### src/mcn_pkg.sv
`default_nettype none

package mcn_pkg;

  // Largest list the navigator browses; a larger entry count is clamped to it.
  localparam int unsigned MaxEntries = 1024;

  localparam int unsigned CountW  = 11;
  localparam int unsigned IndexW  = 10;
  localparam int unsigned RowsW   = 7;
  localparam int unsigned LevelW  = 7;
  localparam int unsigned DelayW  = 8;
  localparam int unsigned CfgIdxW = 3;
  localparam int unsigned CfgW    = 11;
  localparam int unsigned ButtonW = 5;

  // Configuration register indexes.
  localparam logic [CfgIdxW-1:0] RegEntryCount   = 3'd0;
  localparam logic [CfgIdxW-1:0] RegVisibleRows  = 3'd1;
  localparam logic [CfgIdxW-1:0] RegPressLevel   = 3'd2;
  localparam logic [CfgIdxW-1:0] RegReleaseLevel = 3'd3;
  localparam logic [CfgIdxW-1:0] RegFirstDelay   = 3'd4;
  localparam logic [CfgIdxW-1:0] RegNextDelay    = 3'd5;

  typedef enum logic [1:0] {
    ACT_NONE   = 2'd0,
    ACT_PICK   = 2'd1,
    ACT_CANCEL = 2'd2
  } action_e;

  typedef enum logic [1:0] {
    DIR_NONE = 2'd0,
    DIR_UP   = 2'd1,
    DIR_DOWN = 2'd2
  } dir_e;

  typedef struct packed {
    logic              button_a;
    logic              button_b;
    logic              button_start;
    logic              trigger_z;
    logic              trigger_r;
    logic              pad_up;
    logic              pad_down;
    logic signed [7:0] stick_y;
  } in_word_t;

  typedef struct packed {
    logic [1:0]        action;
    logic [IndexW-1:0] cursor_index;
    logic [IndexW-1:0] window_top;
  } out_word_t;

  typedef struct packed {
    logic [CountW-1:0] entry_count;
    logic [RowsW-1:0]  visible_rows;
    logic [LevelW-1:0] stick_press_level;
    logic [LevelW-1:0] stick_release_level;
    logic [DelayW-1:0] repeat_first_delay;
    logic [DelayW-1:0] repeat_next_delay;
  } cfg_t;

  typedef struct packed {
    logic [ButtonW-1:0] prev_buttons;
    dir_e               rep_dir;
    logic [DelayW-1:0]  countdown;
    logic [IndexW-1:0]  cursor;
    logic [IndexW-1:0]  top_row;
  } nav_state_t;

endpackage

`default_nettype wire

### src/mcn_cfg_regs.sv
`default_nettype none

module mcn_cfg_regs (
  input  wire logic                         clk_i,
  input  wire logic                         rst_ni,
  input  wire logic                         cfg_we_i,
  input  wire logic [mcn_pkg::CfgIdxW-1:0]  cfg_idx_i,
  input  wire logic [mcn_pkg::CfgW-1:0]     cfg_data_i,
  output mcn_pkg::cfg_t                     cfg_o
);

  mcn_pkg::cfg_t cfg_q;

  always_ff @(posedge clk_i or negedge rst_ni) begin
    if (!rst_ni) begin
      cfg_q.entry_count         <= '0;
      cfg_q.visible_rows        <= 7'd1;
      cfg_q.stick_press_level   <= 7'd64;
      cfg_q.stick_release_level <= 7'd32;
      cfg_q.repeat_first_delay  <= 8'd20;
      cfg_q.repeat_next_delay   <= 8'd5;
    end else if (cfg_we_i) begin
      unique case (cfg_idx_i)
        mcn_pkg::RegEntryCount:   cfg_q.entry_count <= cfg_data_i[mcn_pkg::CountW-1:0];
        mcn_pkg::RegVisibleRows:  cfg_q.visible_rows <= cfg_data_i[mcn_pkg::RowsW-1:0];
        mcn_pkg::RegPressLevel:
          cfg_q.stick_press_level <= cfg_data_i[mcn_pkg::LevelW-1:0];
        mcn_pkg::RegReleaseLevel:
          cfg_q.stick_release_level <= cfg_data_i[mcn_pkg::LevelW-1:0];
        mcn_pkg::RegFirstDelay:
          cfg_q.repeat_first_delay <= cfg_data_i[mcn_pkg::DelayW-1:0];
        mcn_pkg::RegNextDelay:
          cfg_q.repeat_next_delay <= cfg_data_i[mcn_pkg::DelayW-1:0];
        default: ;
      endcase
    end
  end

  assign cfg_o = cfg_q;

endmodule

`default_nettype wire

### src/mcn_window.sv
`default_nettype none

// Keeps the visible window around a cursor that already lies inside the list.
module mcn_window (
  input  wire logic [mcn_pkg::IndexW-1:0] cursor_i,
  input  wire logic [mcn_pkg::IndexW-1:0] top_i,
  input  wire logic [mcn_pkg::RowsW-1:0]  rows_i,
  input  wire logic [mcn_pkg::CountW-1:0] count_i,
  output logic      [mcn_pkg::IndexW-1:0] top_o
);

  logic signed [12:0] cur_s;
  logic signed [12:0] top_s;
  logic signed [12:0] rows_s;
  logic signed [12:0] lim_s;
  logic signed [12:0] t1;
  logic signed [12:0] t2;

  assign cur_s  = $signed({3'b000, cursor_i});
  assign top_s  = $signed({3'b000, top_i});
  assign rows_s = $signed({6'b000000, rows_i});
  assign lim_s  = $signed({2'b00, count_i}) - rows_s;

  always_comb begin
    // Pull the top up to the cursor, or down so the cursor sits on the last row.
    if (cur_s < top_s) begin
      t1 = cur_s;
    end else if (cur_s >= top_s + rows_s) begin
      t1 = cur_s - rows_s + 13'sd1;
    end else begin
      t1 = top_s;
    end
    // Do not scroll past the end of the list, and never above the first entry.
    t2 = (t1 > lim_s) ? lim_s : t1;
    if (t2 < 13'sd0) begin
      t2 = 13'sd0;
    end
  end

  assign top_o = t2[mcn_pkg::IndexW-1:0];

endmodule

`default_nettype wire

### src/mcn_frame_logic.sv
`default_nettype none

// Decides pick, cancel, page or move for one frame and forms the next state.
module mcn_frame_logic (
  input  wire mcn_pkg::cfg_t       cfg_i,
  input  wire mcn_pkg::nav_state_t state_i,
  input  wire mcn_pkg::in_word_t   frame_i,
  output mcn_pkg::nav_state_t      state_o,
  output mcn_pkg::out_word_t       result_o
);

  logic [mcn_pkg::CountW-1:0]  count;
  logic [mcn_pkg::RowsW-1:0]   rows;
  logic [mcn_pkg::ButtonW-1:0] now;
  logic [mcn_pkg::ButtonW-1:0] pressed;
  logic                        pick;
  logic                        cancel;
  logic                        page;
  logic signed [12:0]          cur_s;
  logic signed [12:0]          rows_s;
  logic signed [12:0]          count_s;
  logic signed [12:0]          pg_raw;
  logic signed [12:0]          pg;
  logic signed [12:0]          mv_raw;
  logic signed [12:0]          mv;
  logic [mcn_pkg::LevelW-1:0]  level;
  logic signed [8:0]           y9;
  logic signed [8:0]           lvl9;
  logic                        go_up;
  logic                        go_down;
  mcn_pkg::dir_e               code;
  logic [mcn_pkg::IndexW-1:0]  new_cursor;
  logic [mcn_pkg::IndexW-1:0]  new_top;

  assign count = (cfg_i.entry_count > mcn_pkg::CountW'(mcn_pkg::MaxEntries))
               ? mcn_pkg::CountW'(mcn_pkg::MaxEntries) : cfg_i.entry_count;
  assign rows  = (cfg_i.visible_rows == '0) ? 7'd1 : cfg_i.visible_rows;

  // Button order in the history: A, B, Start, Z, R from bit 0 up.
  assign now     = {frame_i.trigger_r, frame_i.trigger_z, frame_i.button_start,
                    frame_i.button_b, frame_i.button_a};
  assign pressed = now & ~state_i.prev_buttons;
  assign pick    = (count != '0) && (pressed[0] || pressed[2]);
  assign cancel  = pressed[1];
  assign page    = pressed[3] || pressed[4];

  assign cur_s   = $signed({3'b000, state_i.cursor});
  assign rows_s  = $signed({6'b000000, rows});
  assign count_s = $signed({2'b00, count});

  // Paging clamps at both ends of the list; Z wins over R.
  assign pg_raw = pressed[3] ? (cur_s - rows_s) : (cur_s + rows_s);
  always_comb begin
    if (pg_raw < 13'sd0) begin
      pg = 13'sd0;
    end else if (pg_raw >= count_s) begin
      pg = count_s - 13'sd1;
    end else begin
      pg = pg_raw;
    end
  end

  // Stick hysteresis: the release level applies while a direction is held.
  assign level   = (state_i.rep_dir != mcn_pkg::DIR_NONE)
                 ? cfg_i.stick_release_level : cfg_i.stick_press_level;
  assign y9      = $signed({frame_i.stick_y[7], frame_i.stick_y});
  assign lvl9    = $signed({2'b00, level});
  assign go_up   = frame_i.pad_up || (y9 >= lvl9);
  assign go_down = frame_i.pad_down || (y9 <= -lvl9);
  assign code    = go_up ? mcn_pkg::DIR_UP : mcn_pkg::DIR_DOWN;

  // Single steps wrap at the list ends; a stale cursor past the end wraps to 0.
  assign mv_raw = go_up ? (cur_s - 13'sd1) : (cur_s + 13'sd1);
  always_comb begin
    if (mv_raw < 13'sd0) begin
      mv = count_s - 13'sd1;
    end else if (mv_raw >= count_s) begin
      mv = 13'sd0;
    end else begin
      mv = mv_raw;
    end
  end

  assign new_cursor = page ? pg[mcn_pkg::IndexW-1:0] : mv[mcn_pkg::IndexW-1:0];

  mcn_window u_window (
    .cursor_i (new_cursor),
    .top_i    (state_i.top_row),
    .rows_i   (rows),
    .count_i  (count),
    .top_o    (new_top)
  );

  always_comb begin
    state_o              = state_i;
    state_o.prev_buttons = now;
    result_o.action      = mcn_pkg::ACT_NONE;
    if (pick) begin
      result_o.action = mcn_pkg::ACT_PICK;
    end else if (cancel) begin
      result_o.action = mcn_pkg::ACT_CANCEL;
    end else if (count == '0) begin
      state_o.rep_dir   = mcn_pkg::DIR_NONE;
      state_o.countdown = '0;
    end else if (page) begin
      state_o.cursor  = new_cursor;
      state_o.top_row = new_top;
    end else if (!go_up && !go_down) begin
      state_o.rep_dir   = mcn_pkg::DIR_NONE;
      state_o.countdown = '0;
    end else if (code != state_i.rep_dir) begin
      state_o.rep_dir   = code;
      state_o.countdown = cfg_i.repeat_first_delay;
      state_o.cursor    = new_cursor;
      state_o.top_row   = new_top;
    end else if (state_i.countdown <= 8'd1) begin
      state_o.countdown = cfg_i.repeat_next_delay;
      state_o.cursor    = new_cursor;
      state_o.top_row   = new_top;
    end else begin
      state_o.countdown = state_i.countdown - 8'd1;
    end
    result_o.cursor_index = state_o.cursor;
    result_o.window_top   = state_o.top_row;
  end

endmodule

`default_nettype wire

### src/menu_cursor_navigator.sv
// Menu cursor navigator: turns one controller frame per input word into a
// menu action and the cursor and window position that follow from it.
// Input channel: in_valid_i / in_stall_o with in_word_i (buttons, pad and the
// signed stick axis). A word is taken at a rising edge with valid high and
// stall low. Output channel: out_valid_o / out_stall_i with out_word_o
// (action, cursor_index, window_top), one output word per input word.
// The frame is registered, then the decision logic runs against the
// navigation state and the result lands in the output register. Throughput
// is one word per cycle while the receiver does not stall; the limit is the
// combinational decision and window logic path that updates the state.
// When the receiver stalls, the output word holds and the input register
// keeps its word; a new word is still taken while the input register is
// empty or drains into the output register in the same cycle.
// The configuration port writes one register per cycle with cfg_we_i; the user
// must write it only while no word is in flight; the block does not enforce this.
// Reset clears the button history, repeat state, cursor and window top to
// zero and loads the register defaults; both channels come up empty.
`default_nettype none

module menu_cursor_navigator (
  input  wire logic                        clk_i,
  input  wire logic                        rst_ni,
  input  wire logic                        in_valid_i,
  output logic                             in_stall_o,
  input  wire mcn_pkg::in_word_t           in_word_i,
  output logic                             out_valid_o,
  input  wire logic                        out_stall_i,
  output mcn_pkg::out_word_t               out_word_o,
  input  wire logic                        cfg_we_i,
  input  wire logic [mcn_pkg::CfgIdxW-1:0] cfg_idx_i,
  input  wire logic [mcn_pkg::CfgW-1:0]    cfg_data_i
);

  mcn_pkg::cfg_t       cfg;
  mcn_pkg::in_word_t   in_word_q;
  logic                in_valid_q;
  mcn_pkg::nav_state_t state_q;
  mcn_pkg::nav_state_t state_d;
  mcn_pkg::out_word_t  result_d;
  mcn_pkg::out_word_t  out_word_q;
  logic                out_valid_q;
  logic                out_free;
  logic                advance;
  logic                in_take;

  mcn_cfg_regs u_cfg_regs (
    .clk_i      (clk_i),
    .rst_ni     (rst_ni),
    .cfg_we_i   (cfg_we_i),
    .cfg_idx_i  (cfg_idx_i),
    .cfg_data_i (cfg_data_i),
    .cfg_o      (cfg)
  );

  mcn_frame_logic u_frame_logic (
    .cfg_i    (cfg),
    .state_i  (state_q),
    .frame_i  (in_word_q),
    .state_o  (state_d),
    .result_o (result_d)
  );

  // The output register can take a result when it is empty or being read.
  assign out_free   = !out_valid_q || !out_stall_i;
  assign advance    = in_valid_q && out_free;
  assign in_stall_o = in_valid_q && !out_free;
  assign in_take    = in_valid_i && !in_stall_o;

  always_ff @(posedge clk_i or negedge rst_ni) begin
    if (!rst_ni) begin
      in_valid_q  <= 1'b0;
      out_valid_q <= 1'b0;
      state_q     <= '0;
    end else begin
      if (in_take) begin
        in_valid_q <= 1'b1;
      end else if (advance) begin
        in_valid_q <= 1'b0;
      end
      if (advance) begin
        out_valid_q <= 1'b1;
        state_q     <= state_d;
      end else if (!out_stall_i) begin
        out_valid_q <= 1'b0;
      end
    end
  end

  // Payload registers carry no reset.
  always_ff @(posedge clk_i) begin
    if (in_take) begin
      in_word_q <= in_word_i;
    end
    if (advance) begin
      out_word_q <= result_d;
    end
  end

  assign out_valid_o = out_valid_q;
  assign out_word_o  = out_word_q;

  // A processed frame always produces an output word.
  a_advance_fills_out : assert property (@(posedge clk_i) disable iff (!rst_ni)
    advance |=> out_valid_q)
    else $error("processed frame did not reach the output register");

  // Navigation state only moves when a frame is processed.
  a_state_only_on_frame : assert property (@(posedge clk_i) disable iff (!rst_ni)
    !advance |=> $stable(state_q))
    else $error("navigation state changed without a frame");

  // A blocked output keeps the pending frame in the input register.
  a_pending_frame_kept : assert property (@(posedge clk_i) disable iff (!rst_ni)
    (in_valid_q && out_valid_q && out_stall_i) |=> in_valid_q)
    else $error("pending frame lost while output was stalled");

  // Pick and cancel leave the cursor where it was.
  a_action_keeps_cursor : assert property (@(posedge clk_i) disable iff (!rst_ni)
    (advance && (result_d.action == mcn_pkg::ACT_PICK ||
                 result_d.action == mcn_pkg::ACT_CANCEL)) |=> $stable(state_q.cursor))
    else $error("cursor moved on pick or cancel");

endmodule

`default_nettype wire
### config.mk
export PLATFORM = sky130hd
export DESIGN_NAME = menu_cursor_navigator
export DESIGN_NICKNAME = d
export VERILOG_FILES = /design/src/mcn_pkg.sv /design/src/mcn_cfg_regs.sv /design/src/mcn_window.sv /design/src/mcn_frame_logic.sv /design/src/menu_cursor_navigator.sv
export SDC_FILE = /design/constraint.sdc
export NUM_CORES = 1
export LEC_CHECK = 0
export BUFFER_PORTS_ARGS = -buffer_cell sky130_fd_sc_hd__buf_4
export CORE_MARGIN = 2
export CORE_UTILIZATION = 35
export CTS_CLUSTER_DIAMETER = 100
export DETAILED_ROUTE_END_ITERATION = 6
export SLEW_MARGIN = 0
export SYNTH_ARGS = -nofsm -noshare
export SYNTH_HDL_FRONTEND = slang
export SYNTH_HIERARCHICAL = 1
export SYNTH_SLANG_ARGS = --single-unit
### constraint.sdc
create_clock -name clk_i -period 12 [get_ports clk_i]
set_input_delay 3 -clock clk_i [delete_from_list [all_inputs] [get_ports clk_i]]
set_output_delay 3 -clock clk_i [all_outputs]
set_load 0.03 [all_outputs]
==> results of run 1 <==
## cell usage after synthesis (27+ instances only)
| master | instances |
|---|---|
| inv_1 | 84 |
| o21ai_0 | 67 |
| nor2_1 | 65 |
| dfrtp_1 | 78 |
| buf_4 | 29 |
| edfxtp_1 | 37 |
| mux2i_1 | 27 |
| a21oi_1 | 40 |
| ha_1 | 109 |
| nor3_1 | 30 |
| nand2_1 | 86 |
| mux2_2 | 70 |
| mux2_4 | 30 |
| xnor2_1 | 36 |
## final cells by class
| class | count | area (um^2) | area share |
|---|---|---|---|
| Sequential cell | 122 | 3250 | 0.270 |
| Clock inverter | 13 | 175 | 0.0146 |
| Tap cell | 396 | 495 | 0.0412 |
| Multi-Input combinational cell | 853 | 6820 | 0.567 |
| Timing Repair Buffer | 67 | 503 | 0.0418 |
| Inverter | 84 | 315 | 0.0262 |
| Clock buffer | 19 | 464 | 0.0386 |
## flip-flops by register name, indices dropped and copies added, names as in the netlist
signal,count
u_cfg_regs/cfg_o,48
state_q,35
out_word_o,22
in_word_q,15
in_valid_q,1
out_valid_o,1
## path summary, 6_finish.rpt
check / slack, ps / cells past startpoint / endpoint / start
setup / recovery: 930 / 39 / state_q[0] / state_q[28]
hold / removal: 490 / 1 / out_valid_o / in_valid_q
setup reg to reg: 930 / 39 / state_q[0] / state_q[28]
hold reg to reg: 490 / 1 / out_valid_o / in_valid_q
max in group asynchronous: 8400 / 2 / state_q[10] / rst_ni
min in group asynchronous: 2470 / 1 / state_q[23] / rst_ni
## metal layers
layer  track usage  share of wire  up-vias
met5             0              0        -
met4        0.0728          0.031        0
met3        0.0318          0.054       61
met2         0.316           0.47      290
met1         0.251           0.44     4150
li1              -              -     4121
## stage by stage
step	setup WS (ps)	area (um^2)	hold slack, ps	instances	util
detailed placement	1130	11400	483	1522	0.373
finish	927	12000	492	1554	0.394
CTS	1060	12000	496	1554	0.394
global placement	1150	11400	480	1522	0.373
global route	185	12000	516	1554	0.394
floorplan	3220	10800	448	1121	-
## logic make-up (layout without fill, tap and decap cells)
family                   count (synthesis)  count (layout)  synth area share
AND/OR/NAND/NOR                        303             303             0.144
AO/OA/AOI/OAI                          253             253             0.164
buffers and inverters                  146             183            0.0688
multiplexers                           127             127             0.140
flip-flops                             122             122             0.301
adder cells (fa/ha/maj)                114             114             0.136
XOR/XNOR                                56              56            0.0468
==> impl_metrics.ini, run 1 <==
[synthesis]
syn_nets = 1269
syn_avg_cell_area_um2 = 9.63
synthCells = 1121
seq_area_frac_synth = 0.301
ys_ff_latch = 122
yosys.area.top_type = dfrtp_1
yosys_warnings = 6
synth_top_area_frac = 0.181
synth-async-reset-ratio = 0.697
synth_cell_types = 100
syn-cell-area_um2 = 10800
yosys-top-cells-area = dfrtp_1 (18%), ha_1 (13%), edfxtp_1 (10%)
synth_edf_count = 37
synthFlopType = dfrtp_1

[clocking]
cts_buffers = 17
clk_root_buffer_cell = clkbuf_16
cts_tree = built
cts.repair.resized = 0
cts.reportedPaths.clkPinSlew_ps = 60
h-tree-depth = 4
cts.sinks = 122
cts_hold_buf = 0
clockBufferDepth = 2
post_cts_buffers = 0
insertion_delay_ps = 430

[drt]
vias = 8622
viasPerCell = 5.55
wl_um = 30900
drc = 0
antenna_left = 0
avgRoutedWirePerCell_um = 19.9
drt_first_pass_iters = 5
drt_iter0_drc = 614

[cells_and_area]
nNetsFinal = 1293
drive_gt1_frac = 0.206
final_common_cell = ha_1
area.growth.synth_to_final_pct = 11.3
n_fill_cell = 3027
layout_common_cells = ha_1 (109), nand2_1 (86), inv_1 (84), dfrtp_1 (78), mux2_2 (70)
antennaDiodeCount = 0

[floorplanning]
die_area_um2 = 32300
rows = 64
core-area_um2 = 30500
fp.dieW_um = 180
start_util = 0.354
ios = 58
dieHeight_um = 180

[worst_setup_path]
criticalPathCategory = register to register
crit_fanout = 9
cpPeakStageDelay_ps = 850
end_kind = register
critical_path.top_delay_family = compound AO/OA/AOI/OAI gates
cp.required_ps = 12310
cp.buffers_inverters = 1
cpMaxStageDelayCell = a21oi_1
cp_data_arrival_time_ps = 11380
start_kind = register

[status]
status = finished clean

[timing]
slew_headroom = 0.265
max_freq_mhz = 90.3
worst_pin_slew_ps = 1090
hold_viol_final = 0
final.period_utilization = 0.923
rsz0062_at_grt = no
drv_slew = 0
fin_tns_setup_ps = 0
setup_viol_count_final = 0
fin_skew_ps = 14.1
period_minus_slack_ps = 11070

[place]
dp_hpwl_um = 23700
gp_congestion = 0.970
io_buffer_count = 57

[grt]
grt_pass1_vias = 8468
track_usage = 0.192
grt-ovfl-total = 0
grt_first_pass_wirelength_um = 48300
antenna_found_initial = 1
grt_max_degree = 62

[worst_hold_path]
hold_class = register to register

[flow_run]
max_cap_violations = 0
Power of run 1 is left out: the tool's default activity adds up to more than one toggle a clock period on the data nets, which glitch-free logic cannot reach.
==> inputs of run 2 (changes only) <==
--- a/config.mk
+++ b/config.mk
@@ -7,9 +7,11 @@
 export LEC_CHECK = 0
 export BUFFER_PORTS_ARGS = -buffer_cell sky130_fd_sc_hd__buf_4
 export CORE_MARGIN = 2
-export CORE_UTILIZATION = 35
+export CORE_UTILIZATION = 65
+export CTS_BUF_LIST = sky130_fd_sc_hd__clkbuf_4
 export CTS_CLUSTER_DIAMETER = 100
 export DETAILED_ROUTE_END_ITERATION = 6
+export PLACE_DENSITY = 0.84
 export SLEW_MARGIN = 0
 export SYNTH_ARGS = -nofsm -noshare
 export SYNTH_HDL_FRONTEND = slang
==> impl_metrics.ini, run 2 (same netlist as run 1, synthesis figures left out) <==
[cells_and_area]
largest_reg_flops = 48
area.growth.synth_to_final_pct = 6.09
final_cells = 1378
nNetsFinal = 1292
layout_common_cells = ha_1 (109), nand2_1 (86), inv_1 (84), dfrtp_1 (78), mux2_2 (70)
final_common_cell = ha_1
drive_gt1_frac = 0.205

[timing]
slew_headroom = 0.221
setup_viol_count_final = 0
rsz0062_at_grt = no
period_minus_slack_ps = 10890
worst_pin_slew_ps = 1160
whs_ps = 513
fin_tns_setup_ps = 0
fin_skew_ps = 27.0
final.period_utilization = 0.908
drv_slew = 0
max_freq_mhz = 91.8
hold_viol_final = 0

[place]
io_buffer_count = 57
dp_hpwl_um = 22600
gp_congestion = 1.01
place_inst = 1345

[floorplanning]
core-area_um2 = 16400
start_util = 0.658
die_area_um2 = 17700
rows = 47
dieHeight_um = 133
fp.dieW_um = 133
ios = 58

[clocking]
clk_root_buffer_cell = clkbuf_4
cts_hold_buf = 0
cts_buffers = 17
cts.repair.resized = 0
cts.sinks = 122
clockBufferDepth = 2
cts.reportedPaths.clkPinSlew_ps = 140
post_cts_buffers = 0
insertion_delay_ps = 570
h-tree-depth = 4
cts_tree = built

[drt]
drc = 0
drt_first_pass_iters = 6
wl_um = 29400
vias = 8899
viasPerCell = 6.46
drt_iter0_drc = 1129
antenna_left = 0
avgRoutedWirePerCell_um = 21.3

[flow_run]
max_cap_violations = 0

[grt]
antenna_found_initial = 2
grt_max_degree = 67
grt-busiest-layer = met2
grt-ovfl-total = 0
grt_pass1_vias = 8481
grtUsageMet1 = 0.442
grt_util_met2 = 0.543
grt_first_pass_wirelength_um = 45800
track_usage = 0.336
met3_usage = 0.0851

[status]
status = finished clean

[worst_setup_path]
cpPeakStageDelay_ps = 840
cpMaxStageDelayCell = a21oi_1
end_kind = register
start_kind = register
criticalPathCategory = register to register
cp.required_ps = 12440
cp_data_arrival_time_ps = 11340
crit_fanout = 9

[worst_hold_path]
hold_class = register to register
[run 2: worst paths after layout]
check                             from     endpoint  slack, ps  cells past startpoint
min in group asynchronous       rst_ni  state_q[33]       2300                      1
min                        state_q[31]  state_q[31]        510                      1
max in group asynchronous       rst_ni  state_q[24]       8500                      2
max                        state_q[28]   state_q[0]       1110                     39
max reg2reg                state_q[28]   state_q[0]       1110                     39
min reg2reg                state_q[31]  state_q[31]        510                      1
[run 2: critical path: cells and delay by family, from the launching register on]
family / cells / cell delay, ps
buffers and inverters: 1 / 150
and+or+nand+nor: 12 / 3070
adders and majority gates: 4 / 1370
DFF: 1 / 450
xor gates and xnor gates: 2 / 550
AOI/OAI and AO/OA: 16 / 3780
muxes: 4 / 1370
[run 2: per-layer routing]
layer  routed length [um]  up-vias
li1                     -     4131
met1                12300     4225
met2                13600      468
met3                 2620       73
met4                  875        2
met5                   12        -
[run 2: cell type report]
type | instances | area, um^2
Multi-Input combinational cell | 853 | 6820
Fill cell | 1289 | 4950
Sequential cell | 122 | 3250
Timing Repair Buffer | 66 | 495
Inverter | 84 | 315
Tap cell | 220 | 275
Clock inverter | 15 | 171
Clock buffer | 17 | 128
Antenna cell | 1 | 2.50
[run 2: metrics by stage]
| step | instance area, um^2 | util | setup slack (ps) |
|---|---|---|---|
| floorplan | 10800 | - | 3220 |
| global placement | 11200 | 0.680 | 1190 |
| detailed placement | 11200 | 0.680 | 1300 |
| CTS | 11500 | 0.698 | 1220 |
| global route | 11500 | 0.698 | 389 |
| finish | 11500 | 0.698 | 1110 |
Power of run 2 is left out for the same reason.
